--- src/design/wrc_pkg.sv ---
package wrc_pkg;

    localparam int MaxWindow = 16;
    localparam int LineW     = 4;
    localparam int ValueW    = 32;
    localparam int PosW      = 12;
    localparam int CfgIdxW   = 2;
    localparam int CfgDataW  = 12;
    localparam int WinSizeW  = 5;

    localparam logic [CfgIdxW-1:0] CfgWinSize = 2'd0;
    localparam logic [CfgIdxW-1:0] CfgRowBase = 2'd1;
    localparam logic [CfgIdxW-1:0] CfgColBase = 2'd2;

    localparam logic KindRow = 1'b0;
    localparam logic KindCol = 1'b1;

    typedef struct packed {
        logic signed [ValueW-1:0] value;
        logic [LineW-1:0]         offset;
    } t_col_entry;

    typedef struct packed {
        logic                     kind;
        logic [LineW-1:0]         line_number;
        logic signed [ValueW-1:0] min_value;
        logic [PosW-1:0]          min_position;
        logic                     last;
    } t_result;

endpackage

--- src/design/wrc_col_mem.sv ---
module wrc_col_mem (
    input  logic                   i_clk,
    input  logic                   i_wr_en,
    input  logic [3:0]             i_wr_addr,
    input  wrc_pkg::t_col_entry    i_wr_data,
    input  logic                   i_rd_en,
    input  logic [3:0]             i_rd_addr,
    output wrc_pkg::t_col_entry    o_rd_data
);

    wrc_pkg::t_col_entry r_mem [wrc_pkg::MaxWindow];
    wrc_pkg::t_col_entry r_rd_data;

    always_ff @(posedge i_clk) begin
        if (i_wr_en) begin
            r_mem[i_wr_addr] <= i_wr_data;
        end
    end

    always_ff @(posedge i_clk) begin
        if (i_rd_en) begin
            r_rd_data <= r_mem[i_rd_addr];
        end
    end

    assign o_rd_data = r_rd_data;

endmodule

--- src/design/wrc_out_reg.sv ---
module wrc_out_reg (
    input  logic             i_clk,
    input  logic             i_rst_n,
    input  logic             i_load,
    input  wrc_pkg::t_result i_data,
    input  logic             i_stall,
    output logic             o_valid,
    output wrc_pkg::t_result o_data,
    output logic             o_free
);

    logic             r_valid;
    wrc_pkg::t_result r_data;

    assign o_free = !r_valid || !i_stall;

    always_ff @(posedge i_clk) begin
        if (!i_rst_n) begin
            r_valid <= 1'b0;
        end else if (o_free) begin
            r_valid <= i_load;
        end
    end

    always_ff @(posedge i_clk) begin
        if (o_free && i_load) begin
            r_data <= i_data;
        end
    end

    assign o_valid = r_valid;
    assign o_data  = r_data;

endmodule

--- src/design/window_row_col_minima_unit.sv ---
// Row and column minima of a square window of a distance matrix.
// Elements enter on the input channel (i_in_valid, o_in_stall, i_distance) in
// row-major order, one per transaction. The last element of each row yields a
// row result: its minimum value and absolute column. The last element of the
// window also yields one column result per column, in column order, with
// o_last set on the final one. Ties keep the earliest position.
// Throughput is one element per cycle within a window while the output is not
// stalled. The per-column minima live in a 16-entry memory with a registered
// read; an element reads its column entry as it is accepted and writes it back
// as it leaves the stage-1 register. A row result goes through the stage-1
// register and then the output register. After the last element of a window
// the input stalls while the column minima are read out after the row result,
// one per cycle while the output is not stalled, via the memory read register.
// The output is a single register: when i_out_stall is high the result held
// there stays, and the input stalls once an element has a result to emit.
// Reset restores win_size 1, both bases 0 and empty pipeline stages; the memory is not cleared,
// as the first row always writes every column entry. A configuration write to win_size or a base
// restarts the window; the user makes it only while the block is idle, which the block does not enforce.
module window_row_col_minima_unit (
    input  logic                                i_clk,
    input  logic                                i_rst_n,
    input  logic                                i_cfg_wr_en,
    input  logic [wrc_pkg::CfgIdxW-1:0]         i_cfg_index,
    input  logic [wrc_pkg::CfgDataW-1:0]        i_cfg_data,
    input  logic                                i_in_valid,
    output logic                                o_in_stall,
    input  logic signed [wrc_pkg::ValueW-1:0]   i_distance,
    output logic                                o_out_valid,
    input  logic                                i_out_stall,
    output logic                                o_kind,
    output logic [wrc_pkg::LineW-1:0]           o_line_number,
    output logic signed [wrc_pkg::ValueW-1:0]   o_min_value,
    output logic [wrc_pkg::PosW-1:0]            o_min_position,
    output logic                                o_last
);

    logic [wrc_pkg::WinSizeW-1:0] r_win_size;
    logic [wrc_pkg::PosW-1:0]     r_row_base;
    logic [wrc_pkg::PosW-1:0]     r_col_base;
    logic [3:0]                   last_idx;
    logic [wrc_pkg::WinSizeW-1:0] size_m1;

    logic [3:0] r_row_cnt;
    logic [3:0] r_col_cnt;
    logic [3:0] row_now;
    logic [3:0] col_now;
    logic       accept;

    logic                            r_s1_valid;
    logic signed [wrc_pkg::ValueW-1:0] r_s1_value;
    logic [3:0]                      r_s1_row;
    logic [3:0]                      r_s1_col;
    logic                            r_s1_row_end;
    logic                            r_s1_win_end;
    logic                            s1_adv;

    logic signed [wrc_pkg::ValueW-1:0] r_row_best;
    logic [3:0]                      r_row_off;
    logic signed [wrc_pkg::ValueW-1:0] n_row_best;
    logic [3:0]                      n_row_off;
    wrc_pkg::t_col_entry             rd_entry;
    wrc_pkg::t_col_entry             n_col_entry;

    logic       r_dump_busy;
    logic [3:0] r_dump_idx;
    logic       r_d1_valid;
    logic [3:0] r_d1_idx;
    logic       dump_issue;

    logic             mem_rd_en;
    logic [3:0]       mem_rd_addr;
    logic             out_load;
    logic             out_free_w;
    wrc_pkg::t_result out_data;
    wrc_pkg::t_result out_q;

    always_comb begin
        size_m1 = r_win_size - 5'd1;
        if (r_win_size == '0) begin
            last_idx = 4'd0;
        end else if (r_win_size > 5'(wrc_pkg::MaxWindow)) begin
            last_idx = 4'(wrc_pkg::MaxWindow - 1);
        end else begin
            last_idx = size_m1[3:0];
        end
    end

    always_ff @(posedge i_clk) begin
        if (!i_rst_n) begin
            r_win_size <= 5'd1;
            r_row_base <= '0;
            r_col_base <= '0;
        end else if (i_cfg_wr_en) begin
            case (i_cfg_index)
                wrc_pkg::CfgWinSize: begin
                    r_win_size <= i_cfg_data[wrc_pkg::WinSizeW-1:0];
                end
                wrc_pkg::CfgRowBase: begin
                    r_row_base <= i_cfg_data;
                end
                wrc_pkg::CfgColBase: begin
                    r_col_base <= i_cfg_data;
                end
                default: begin
                end
            endcase
        end
    end

    assign row_now = (r_row_cnt > last_idx) ? last_idx : r_row_cnt;
    assign col_now = (r_col_cnt > last_idx) ? last_idx : r_col_cnt;

    assign s1_adv     = r_s1_valid && (!r_s1_row_end || out_free_w);
    assign o_in_stall = r_dump_busy || r_d1_valid || (r_s1_valid && (r_s1_win_end || !s1_adv));
    assign accept     = i_in_valid && !o_in_stall;

    always_ff @(posedge i_clk) begin
        if (!i_rst_n) begin
            r_row_cnt <= '0;
            r_col_cnt <= '0;
        end else if (i_cfg_wr_en && (i_cfg_index == wrc_pkg::CfgWinSize ||
                                     i_cfg_index == wrc_pkg::CfgRowBase ||
                                     i_cfg_index == wrc_pkg::CfgColBase)) begin
            r_row_cnt <= '0;
            r_col_cnt <= '0;
        end else if (accept) begin
            if (col_now == last_idx) begin
                r_col_cnt <= '0;
                r_row_cnt <= (row_now == last_idx) ? 4'd0 : row_now + 4'd1;
            end else begin
                r_col_cnt <= col_now + 4'd1;
                r_row_cnt <= row_now;
            end
        end
    end

    always_ff @(posedge i_clk) begin
        if (!i_rst_n) begin
            r_s1_valid <= 1'b0;
        end else if (accept) begin
            r_s1_valid <= 1'b1;
        end else if (s1_adv) begin
            r_s1_valid <= 1'b0;
        end
    end

    always_ff @(posedge i_clk) begin
        if (accept) begin
            r_s1_value   <= i_distance;
            r_s1_row     <= row_now;
            r_s1_col     <= col_now;
            r_s1_row_end <= (col_now == last_idx);
            r_s1_win_end <= (col_now == last_idx) && (row_now == last_idx);
        end
    end

    always_comb begin
        if (r_s1_col == 4'd0 || r_s1_value < r_row_best) begin
            n_row_best = r_s1_value;
            n_row_off  = r_s1_col;
        end else begin
            n_row_best = r_row_best;
            n_row_off  = r_row_off;
        end
        if (r_s1_row == 4'd0 || r_s1_value < $signed(rd_entry.value)) begin
            n_col_entry.value  = r_s1_value;
            n_col_entry.offset = r_s1_row;
        end else begin
            n_col_entry = rd_entry;
        end
    end

    always_ff @(posedge i_clk) begin
        if (!i_rst_n) begin
            r_row_best <= '0;
            r_row_off  <= '0;
        end else if (s1_adv) begin
            r_row_best <= n_row_best;
            r_row_off  <= n_row_off;
        end
    end

    assign dump_issue = r_dump_busy && (!r_d1_valid || out_free_w);

    always_ff @(posedge i_clk) begin
        if (!i_rst_n) begin
            r_dump_busy <= 1'b0;
            r_dump_idx  <= '0;
            r_d1_valid  <= 1'b0;
        end else begin
            if (s1_adv && r_s1_win_end) begin
                r_dump_busy <= 1'b1;
                r_dump_idx  <= '0;
            end else if (dump_issue) begin
                r_dump_idx <= r_dump_idx + 4'd1;
                if (r_dump_idx == last_idx) begin
                    r_dump_busy <= 1'b0;
                end
            end
            if (dump_issue) begin
                r_d1_valid <= 1'b1;
            end else if (out_free_w) begin
                r_d1_valid <= 1'b0;
            end
        end
    end

    always_ff @(posedge i_clk) begin
        if (dump_issue) begin
            r_d1_idx <= r_dump_idx;
        end
    end

    assign mem_rd_en   = accept || dump_issue;
    assign mem_rd_addr = dump_issue ? r_dump_idx : col_now;

    wrc_col_mem u_col_mem (
        .i_clk     (i_clk),
        .i_wr_en   (s1_adv),
        .i_wr_addr (r_s1_col),
        .i_wr_data (n_col_entry),
        .i_rd_en   (mem_rd_en),
        .i_rd_addr (mem_rd_addr),
        .o_rd_data (rd_entry)
    );

    always_comb begin
        if (r_s1_valid) begin
            out_load              = s1_adv && r_s1_row_end;
            out_data.kind         = wrc_pkg::KindRow;
            out_data.line_number  = r_s1_row;
            out_data.min_value    = n_row_best;
            out_data.min_position = r_col_base + {8'd0, n_row_off};
            out_data.last         = 1'b0;
        end else begin
            out_load              = r_d1_valid;
            out_data.kind         = wrc_pkg::KindCol;
            out_data.line_number  = r_d1_idx;
            out_data.min_value    = rd_entry.value;
            out_data.min_position = r_row_base + {8'd0, rd_entry.offset};
            out_data.last         = (r_d1_idx == last_idx);
        end
    end

    wrc_out_reg u_out_reg (
        .i_clk   (i_clk),
        .i_rst_n (i_rst_n),
        .i_load  (out_load),
        .i_data  (out_data),
        .i_stall (i_out_stall),
        .o_valid (o_out_valid),
        .o_data  (out_q),
        .o_free  (out_free_w)
    );

    assign o_kind         = out_q.kind;
    assign o_line_number  = out_q.line_number;
    assign o_min_value    = out_q.min_value;
    assign o_min_position = out_q.min_position;
    assign o_last         = out_q.last;

endmodule

--- config.mk ---
export PLATFORM = sky130hd
export DESIGN_NAME = window_row_col_minima_unit
export DESIGN_NICKNAME = d
export VERILOG_FILES = /design/src/design/wrc_pkg.sv /design/src/design/wrc_col_mem.sv /design/src/design/wrc_out_reg.sv /design/src/design/window_row_col_minima_unit.sv
export SDC_FILE = /design/constraint.sdc
export NUM_CORES = 1
export LEC_CHECK = 0
export BUFFER_PORTS_ARGS = -buffer_cell sky130_fd_sc_hd__buf_2
export CORE_ASPECT_RATIO = 1.5
export CORE_UTILIZATION = 56
export CTS_CLUSTER_SIZE = 24
export DETAILED_ROUTE_END_ITERATION = 8
export PLACE_DENSITY = 0.76
export SKIP_CTS_REPAIR_TIMING = 1
export SLEW_MARGIN = 20
export SYNTH_ARGS = -nofsm -noshare
export SYNTH_HDL_FRONTEND = slang
export SYNTH_SLANG_ARGS = --single-unit
--- constraint.sdc ---
create_clock -name i_clk -period 4.3 [get_ports i_clk]
set_input_delay 0.43 -clock i_clk [delete_from_list [all_inputs] [get_ports i_clk]]
set_output_delay 0.43 -clock i_clk [all_outputs]
set_load 0.01 [all_outputs]
; After elaboration in Yosys (flattened, before gate mapping)
; Memories as Yosys holds them, arrays and structs flattened. A register that Yosys moved wholly into a read port is not among the register bits.
; Index checks and enable logic that the tools add are counted.
[word_totals]
ff_bits = 177
ramBits = 576
inputBits = 51
out_inout_bits = 52
elab_cells = 104
memories = 1
[mem_list]
columns = memory, words, word_bits, rd, rd_clocked_by_memory_dff, wr, line
row1 = u_col_mem.r_mem, 16, 36, 1, 1, 1, wrc_col_mem.sv:11  ; wrc_pkg::t_col_entry r_mem [wrc_pkg::MaxWindow];
[classes]
n_addsub = 6
order_cmp = 5
eq_ne = 6
mux = 22
bitwise_logic = 1
reduce_logical = 40
[op_table]
columns = op, count
row1 = 32-bit less-than comparator, 2
row2 = 50-bit two-way mux, 1
row3 = 36-bit two-way mux, 1
row4 = 4-bit two-way mux, 9
row5 = 32-bit two-way mux, 1
row6 = 12-bit by 4-bit adder with 12-bit output, 2
row7 = 4-bit equality test, 4
row8 = "4-bit by 1-bit adder with 4-bit output, second input constant", 3
row9 = 1-bit logical OR, 11
row10 = 1-bit two-way mux, 10
row11 = 1-bit logical AND, 9
row12 = 4-bit > comparator, 2
row13 = 4-bit logical NOT, 2
row14 = 2-bit AND reduction, 4
row15 = 2-bit nonzero test, 4
row16 = 1-bit logical NOT, 6
row17 = "5-bit > comparator, second input constant", 1
row18 = 5-bit logical NOT, 1
row19 = 2-bit OR reduction, 2
row20 = "4-bit by 1-bit subtractor with 4-bit output, second input constant", 1
row21 = "2-bit by 1-bit equality test with 1-bit output, second input constant", 1
row22 = "2-bit equality test, second input constant", 1
row23 = 2-bit logical NOT, 1
row24 = 1-bit inverter, 1

; Depth between registers and ports, before layout
[logic_depth]
depth_word = 11
mapped_depth = 20
mapped_depth_nobuf = 18

; Hierarchy
; A second synthesis with hierarchy kept.
[unflattened]
hier_cells = 1989
hier_area_um2 = 32984.1
[modules_own_cells]
columns = module, instances, cells_per_inst, area_per_inst_um2, seq_area_each_um2
row1 = wrc_col_mem, 1, 938, 22679.3, 18377.6
row2 = window_row_col_minima_unit, 1, 996, 8762.2, 2982.9
row3 = wrc_out_reg, 1, 55, 1542.7, 1521.5

; Worst setup path before layout
; No wires, ideal clock.
[synth_timing]
kind = reg-to-reg
startpoint = register r_s1_value[5] (netlist bit)
endpoint = register u_out_reg.r_data (netlist bit u_out_reg.o_data[12]), data pin
setup_ns = 0.270
t_arrival_ns = 3.833
t_required_ns = 4.030
path_slack_ns = 0.196
path_stages_with_launch = 19
path_buffers = 2
synth_period_minus_slack_ns = 4.104
path_cell_list = edfxtp_1 ha_1 a21o_1 a211oi_1 nor2_1 o311a_1 nor3_1 and3b_1 buf_2 buf_2 a22o_1 ha_1 a21o_1 a21oi_1 nor2b_1 o21ai_0 nor3_1 xnor2_1 a21oi_1
[synth_lines]
columns = item, line
row1 = "start, declared", window_row_col_minima_unit.sv:50  ; logic signed [wrc_pkg::ValueW-1:0] r_s1_value;
row2 = "start signal, assigned", window_row_col_minima_unit.sv:149  ; r_s1_value <= i_distance;
row3 = "end signal, assigned", wrc_out_reg.sv:27  ; r_data <= i_data;
row4 = "end, declared", wrc_out_reg.sv:13  ; wrc_pkg::t_result r_data;

; Worst setup path after layout
[layout_timing]
startpoint = register r_win_size[0] (netlist bit)
endpoint = register u_col_mem.o_rd_data[10] (netlist name)
[layout_via]
elab_chain_cells = 6
word_cells_on_any_way = 8
classes_between = add/sub: 1 / order compare: 2 / mux: 4 / reduce/logical: 1
[layout_rtl]
columns = item, line
row1 = "start, declared", window_row_col_minima_unit.sv:37  ; logic [wrc_pkg::WinSizeW-1:0] r_win_size;
row2 = "start signal, assigned", window_row_col_minima_unit.sv:96  ; r_win_size <= i_cfg_data[wrc_pkg::WinSizeW-1:0];
row3 = 4-bit by 1-bit subtractor with 4-bit output or 5-bit > comparator (tied branches), "window_row_col_minima_unit.sv:78, window_row_col_minima_unit.sv:81"
row4 = 4-bit two-way mux, window_row_col_minima_unit.sv:81  ; end else if (r_win_size > 5'(wrc_pkg::MaxWindow)) begin
row5 = 4-bit two-way mux *, window_row_col_minima_unit.sv:79  ; if (r_win_size == '0) begin
row6 = 4-bit > comparator, window_row_col_minima_unit.sv:111  ; assign col_now = (r_col_cnt > last_idx) ? last_idx : r_col_cnt;
row7 = 4-bit two-way mux *, window_row_col_minima_unit.sv:111
row8 = 4-bit two-way mux *, window_row_col_minima_unit.sv:215  ; assign mem_rd_addr = dump_issue ? r_dump_idx : col_now;
; Mark *: on every way between the ends. The rest lies on a longest branch, timed or not.
; A chain may end at the register's enable or synchronous reset.

==> impl_metrics.tcl <==
set metrics [dict create \
    status "finished clean" \
    ys_ff_latch 789 \
    final_common_cell "edfxtp_1" \
    synthCells 2249 \
    hpwl_mm 50.2 \
    synth_ff_type "edfxtp_1" \
    synth_edf_count 708 \
    clkSlewWorstSetupHoldPaths_ns 0.06 \
    ir_drop_v 0.000407 \
    switching_power_uw 7810 \
    slowest_stage "or4_1" \
    r2r_start "r_win_size[0]$_SDFFE_PN1P_" \
    synth_top_area_share 0.641 \
    cp.required_ns 4.63 \
    cts_tree "built" \
    worst_path_largest_cell_delay_ns 0.51 \
    fmax_mhz 234 \
    die_x_um 201 \
    period_share 0.994 \
    gr-total-overflow 0 \
    wl_per_cell_um 25.1 \
    dr.pass1.iters 7 \
    path_common_cell "clkbuf_16" \
    cts_made_buffers 68 \
    io-pin-count 103 \
    drt_wl_total_mm 83.0 \
    port_buffers 102 \
    relSlewSlack 0.240 \
    synth_top_cell_by_area "edfxtp_1" \
    drive_gt1_frac 0.170 \
    drc 0 \
    holdCritPathClass "input port to flop" \
    path_delay_family "simple AND/OR/NAND/NOR gates" \
    dieArea_um2 60200 \
    hold_start "i_distance[29]" \
    finClkSkew_ns 0.0295 \
    netlist_area_um2 33200 \
    cp_cell_sequence "inv_2 > ha_4 > or3b_2 > nor2_2 > nor2_1 > inv_1 > ha_4 > and4_1 > a31oi_4 > nor2_1 > a21o_1 > o21ai_4 > buf_12 > clkbuf_16 > clkbuf_16 > clkbuf_16 > mux2i_1 > o22ai_1 > or4_1" \
    worst_setup_path_end_kind "flop" \
    synthTopCellsByArea "edfxtp_1, mux2i_1, dfxtp_1" \
    clock_sinks 789 \
    final_core_util 0.663 \
    whs_ns 0.00179 \
    finalSetupTns_ns 0 \
    htree_levels 3 \
    worstPathArrival_ns 4.61 \
    finish.instance_area_um2 38600 \
    num_rows 108 \
    start_util 0.569 \
    grt_max_degree 71 \
    fin_ws_ns 0.0244 \
    routabilityCongestion 0.882 \
    setup_viol 0 \
    yosysSeqAreaShare 0.690 \
    diodes 0 \
    syn_nets 2384 \
    final_cell_mix "edfxtp_1, mux2i_1, o22ai_1" \
    viasPerCell 6.22 \
    pre_cts_ws_ns -0.123 \
    syn2layout_area_growth_pct 16.4 \
    die_h_um 300 \
    startpoint "r_win_size[0]$_SDFFE_PN1P_" \
    internal_power_uw 16600 \
    grt_pass1_vias 20362 \
    vias 20584 \
    final_antenna_net_count 0 \
    clockBufferDepth 3 \
    final-max-slew-violation-count 0 \
    pwr-share-clk 0.238 \
    crit_type "flop to flop" \
    async_flop_share 0 \
    syn_avg_cell_area_um2 14.7 \
    antenna_found_initial 0 \
    critPathMaxFanout 7 \
    power_density_nw_per_um2 633 \
    p_leak_uw 0.0136 \
    ys_warn_count 0 \
    start_kind "flop" \
    combPwrFrac 0.308 \
    worstSkewPairLatency_ns 0.62 \
    hold_viol 0 \
    period_minus_slack_ns 4.28 \
    p_sw_frac 0.319 \
    cp_num_buf_inv 6 \
    grt_usage 0.270 \
    place_area_um2 35700 \
    core_um2 58200 \
    grt_pass1_wl_mm 121 \
    tightestPinTransition_ns 1.13 \
    synth_cell_types 69 \
    cts_root_buf "clkbuf_16" \
    rsz0062_at_grt "true" \
    nets 2631 \
    cap_violations 0 \
    seq_power_share 0.454 \
    initialDrtViolationCount 2008 \
]
area by class of cell:
class                      instances  area, um2
clock inverter                    28        264
tap                              770        963
sequential                       789      22900
multi-input combinational       1257       9730
clock buffer                      87       1780
fill                            3895      19600
inverter                          95        357
timing repair buffer             285       2630
metrics by stage:
step                      cells  total power (uW)
after CTS                  3261             23900
after floorplan            2249             15300
after global routing       3311             25300
final                      3311             24500
after global placement     3146             17800
after detailed placement   3146             18100
worst paths after layout:
path                                            end  slack [ns]  depth (start not counted)
setup / recovery  u_col_mem.o_rd_data[10]$_DFFE_PP_        0.02                         19
hold / removal             r_s1_value[29]$_DFFE_PP_       0.002                          1
setup reg to reg  u_col_mem.o_rd_data[10]$_DFFE_PP_        0.02                         19
hold reg to reg           r_row_off[3]$_SDFFE_PN0P_        0.46                          2
sequential cells by signal, summed over array words and instances (netlist names), 4 cells and up:
| name | flops |
|---|---|
| r_win_size | 5 |
| r_row_base | 12 |
| r_row_cnt | 4 |
| u_out_reg.o_data | 50 |
| r_dump_idx | 4 |
| r_s1_value | 32 |
| r_s1_col | 4 |
| r_col_base | 12 |
| r_d1_idx | 4 |
| r_s1_row | 4 |
| r_row_best | 32 |
| u_col_mem.o_rd_data | 36 |
| r_col_cnt | 4 |
| u_col_mem.r_mem | 576 |
| r_row_off | 4 |
logic make-up (layout without fill, tap and decap cells):
family / count (synthesis) / count (layout) / share of synthesized area
muxes: 377 / 377 / 0.115
AOI/OAI and AO/OA: 394 / 394 / 0.0724
buffers and inverters: 203 / 495 / 0.0261
adders and majority gates: 86 / 86 / 0.0328
xor gates and xnor gates: 40 / 40 / 0.0106
and+or+nand+nor: 360 / 360 / 0.0535
DFF: 789 / 789 / 0.690
metal layers:
metal | vias to the layer above | share of wire | global-route usage | wire length [um]
met4 | 0 | 0.041 | 0.113 | 3440
met1 | 10246 | 0.37 | 0.334 | 30600
li1 | 9088 | - | - | -
met2 | 1028 | 0.51 | 0.479 | 42400
met5 | - | 0 | 0 | 0
met3 | 222 | 0.080 | 0.0356 | 6620
cell usage after synthesis (3+ instances only):
| library cell | n |
|---|---|
| a21o_1 | 25 |
| nor2_1 | 74 |
| mux2i_1 | 369 |
| ha_1 | 82 |
| xnor2_1 | 28 |
| inv_1 | 95 |
| nand3b_1 | 4 |
| clkbuf_1 | 40 |
| a211oi_1 | 6 |
| nand2b_1 | 9 |
| o21ai_2 | 3 |
| o21ai_0 | 63 |
| or4_1 | 38 |
| o21ai_1 | 33 |
| buf_6 | 3 |
| dfxtp_1 | 81 |
| a21boi_0 | 16 |
| edfxtp_1 | 708 |
| nand4_1 | 17 |
| a22o_1 | 4 |
| mux2_2 | 6 |
| o22ai_1 | 144 |
| nor3b_1 | 3 |
| or3_1 | 4 |
| buf_4 | 3 |
| buf_1 | 7 |
| and4_1 | 3 |
| xor2_1 | 12 |
| nor2b_1 | 24 |
| nand3_1 | 15 |
| nor3_1 | 12 |
| nand2_1 | 141 |
| buf_2 | 55 |
| a21oi_1 | 76 |
power groups by stage:
stage | Combinational (uW) | Clock [uW] | Sequential [uW]
after global routing | 8010 | 6170 | 11100
after detailed placement | 6910 | 0 | 11200
after floorplan | 4260 | 0 | 11100
final | 7530 | 5820 | 11100
after global placement | 6600 | 0 | 11200
after CTS | 6950 | 5880 | 11100
No activity file was read; power rests on OpenSTA's default activity.
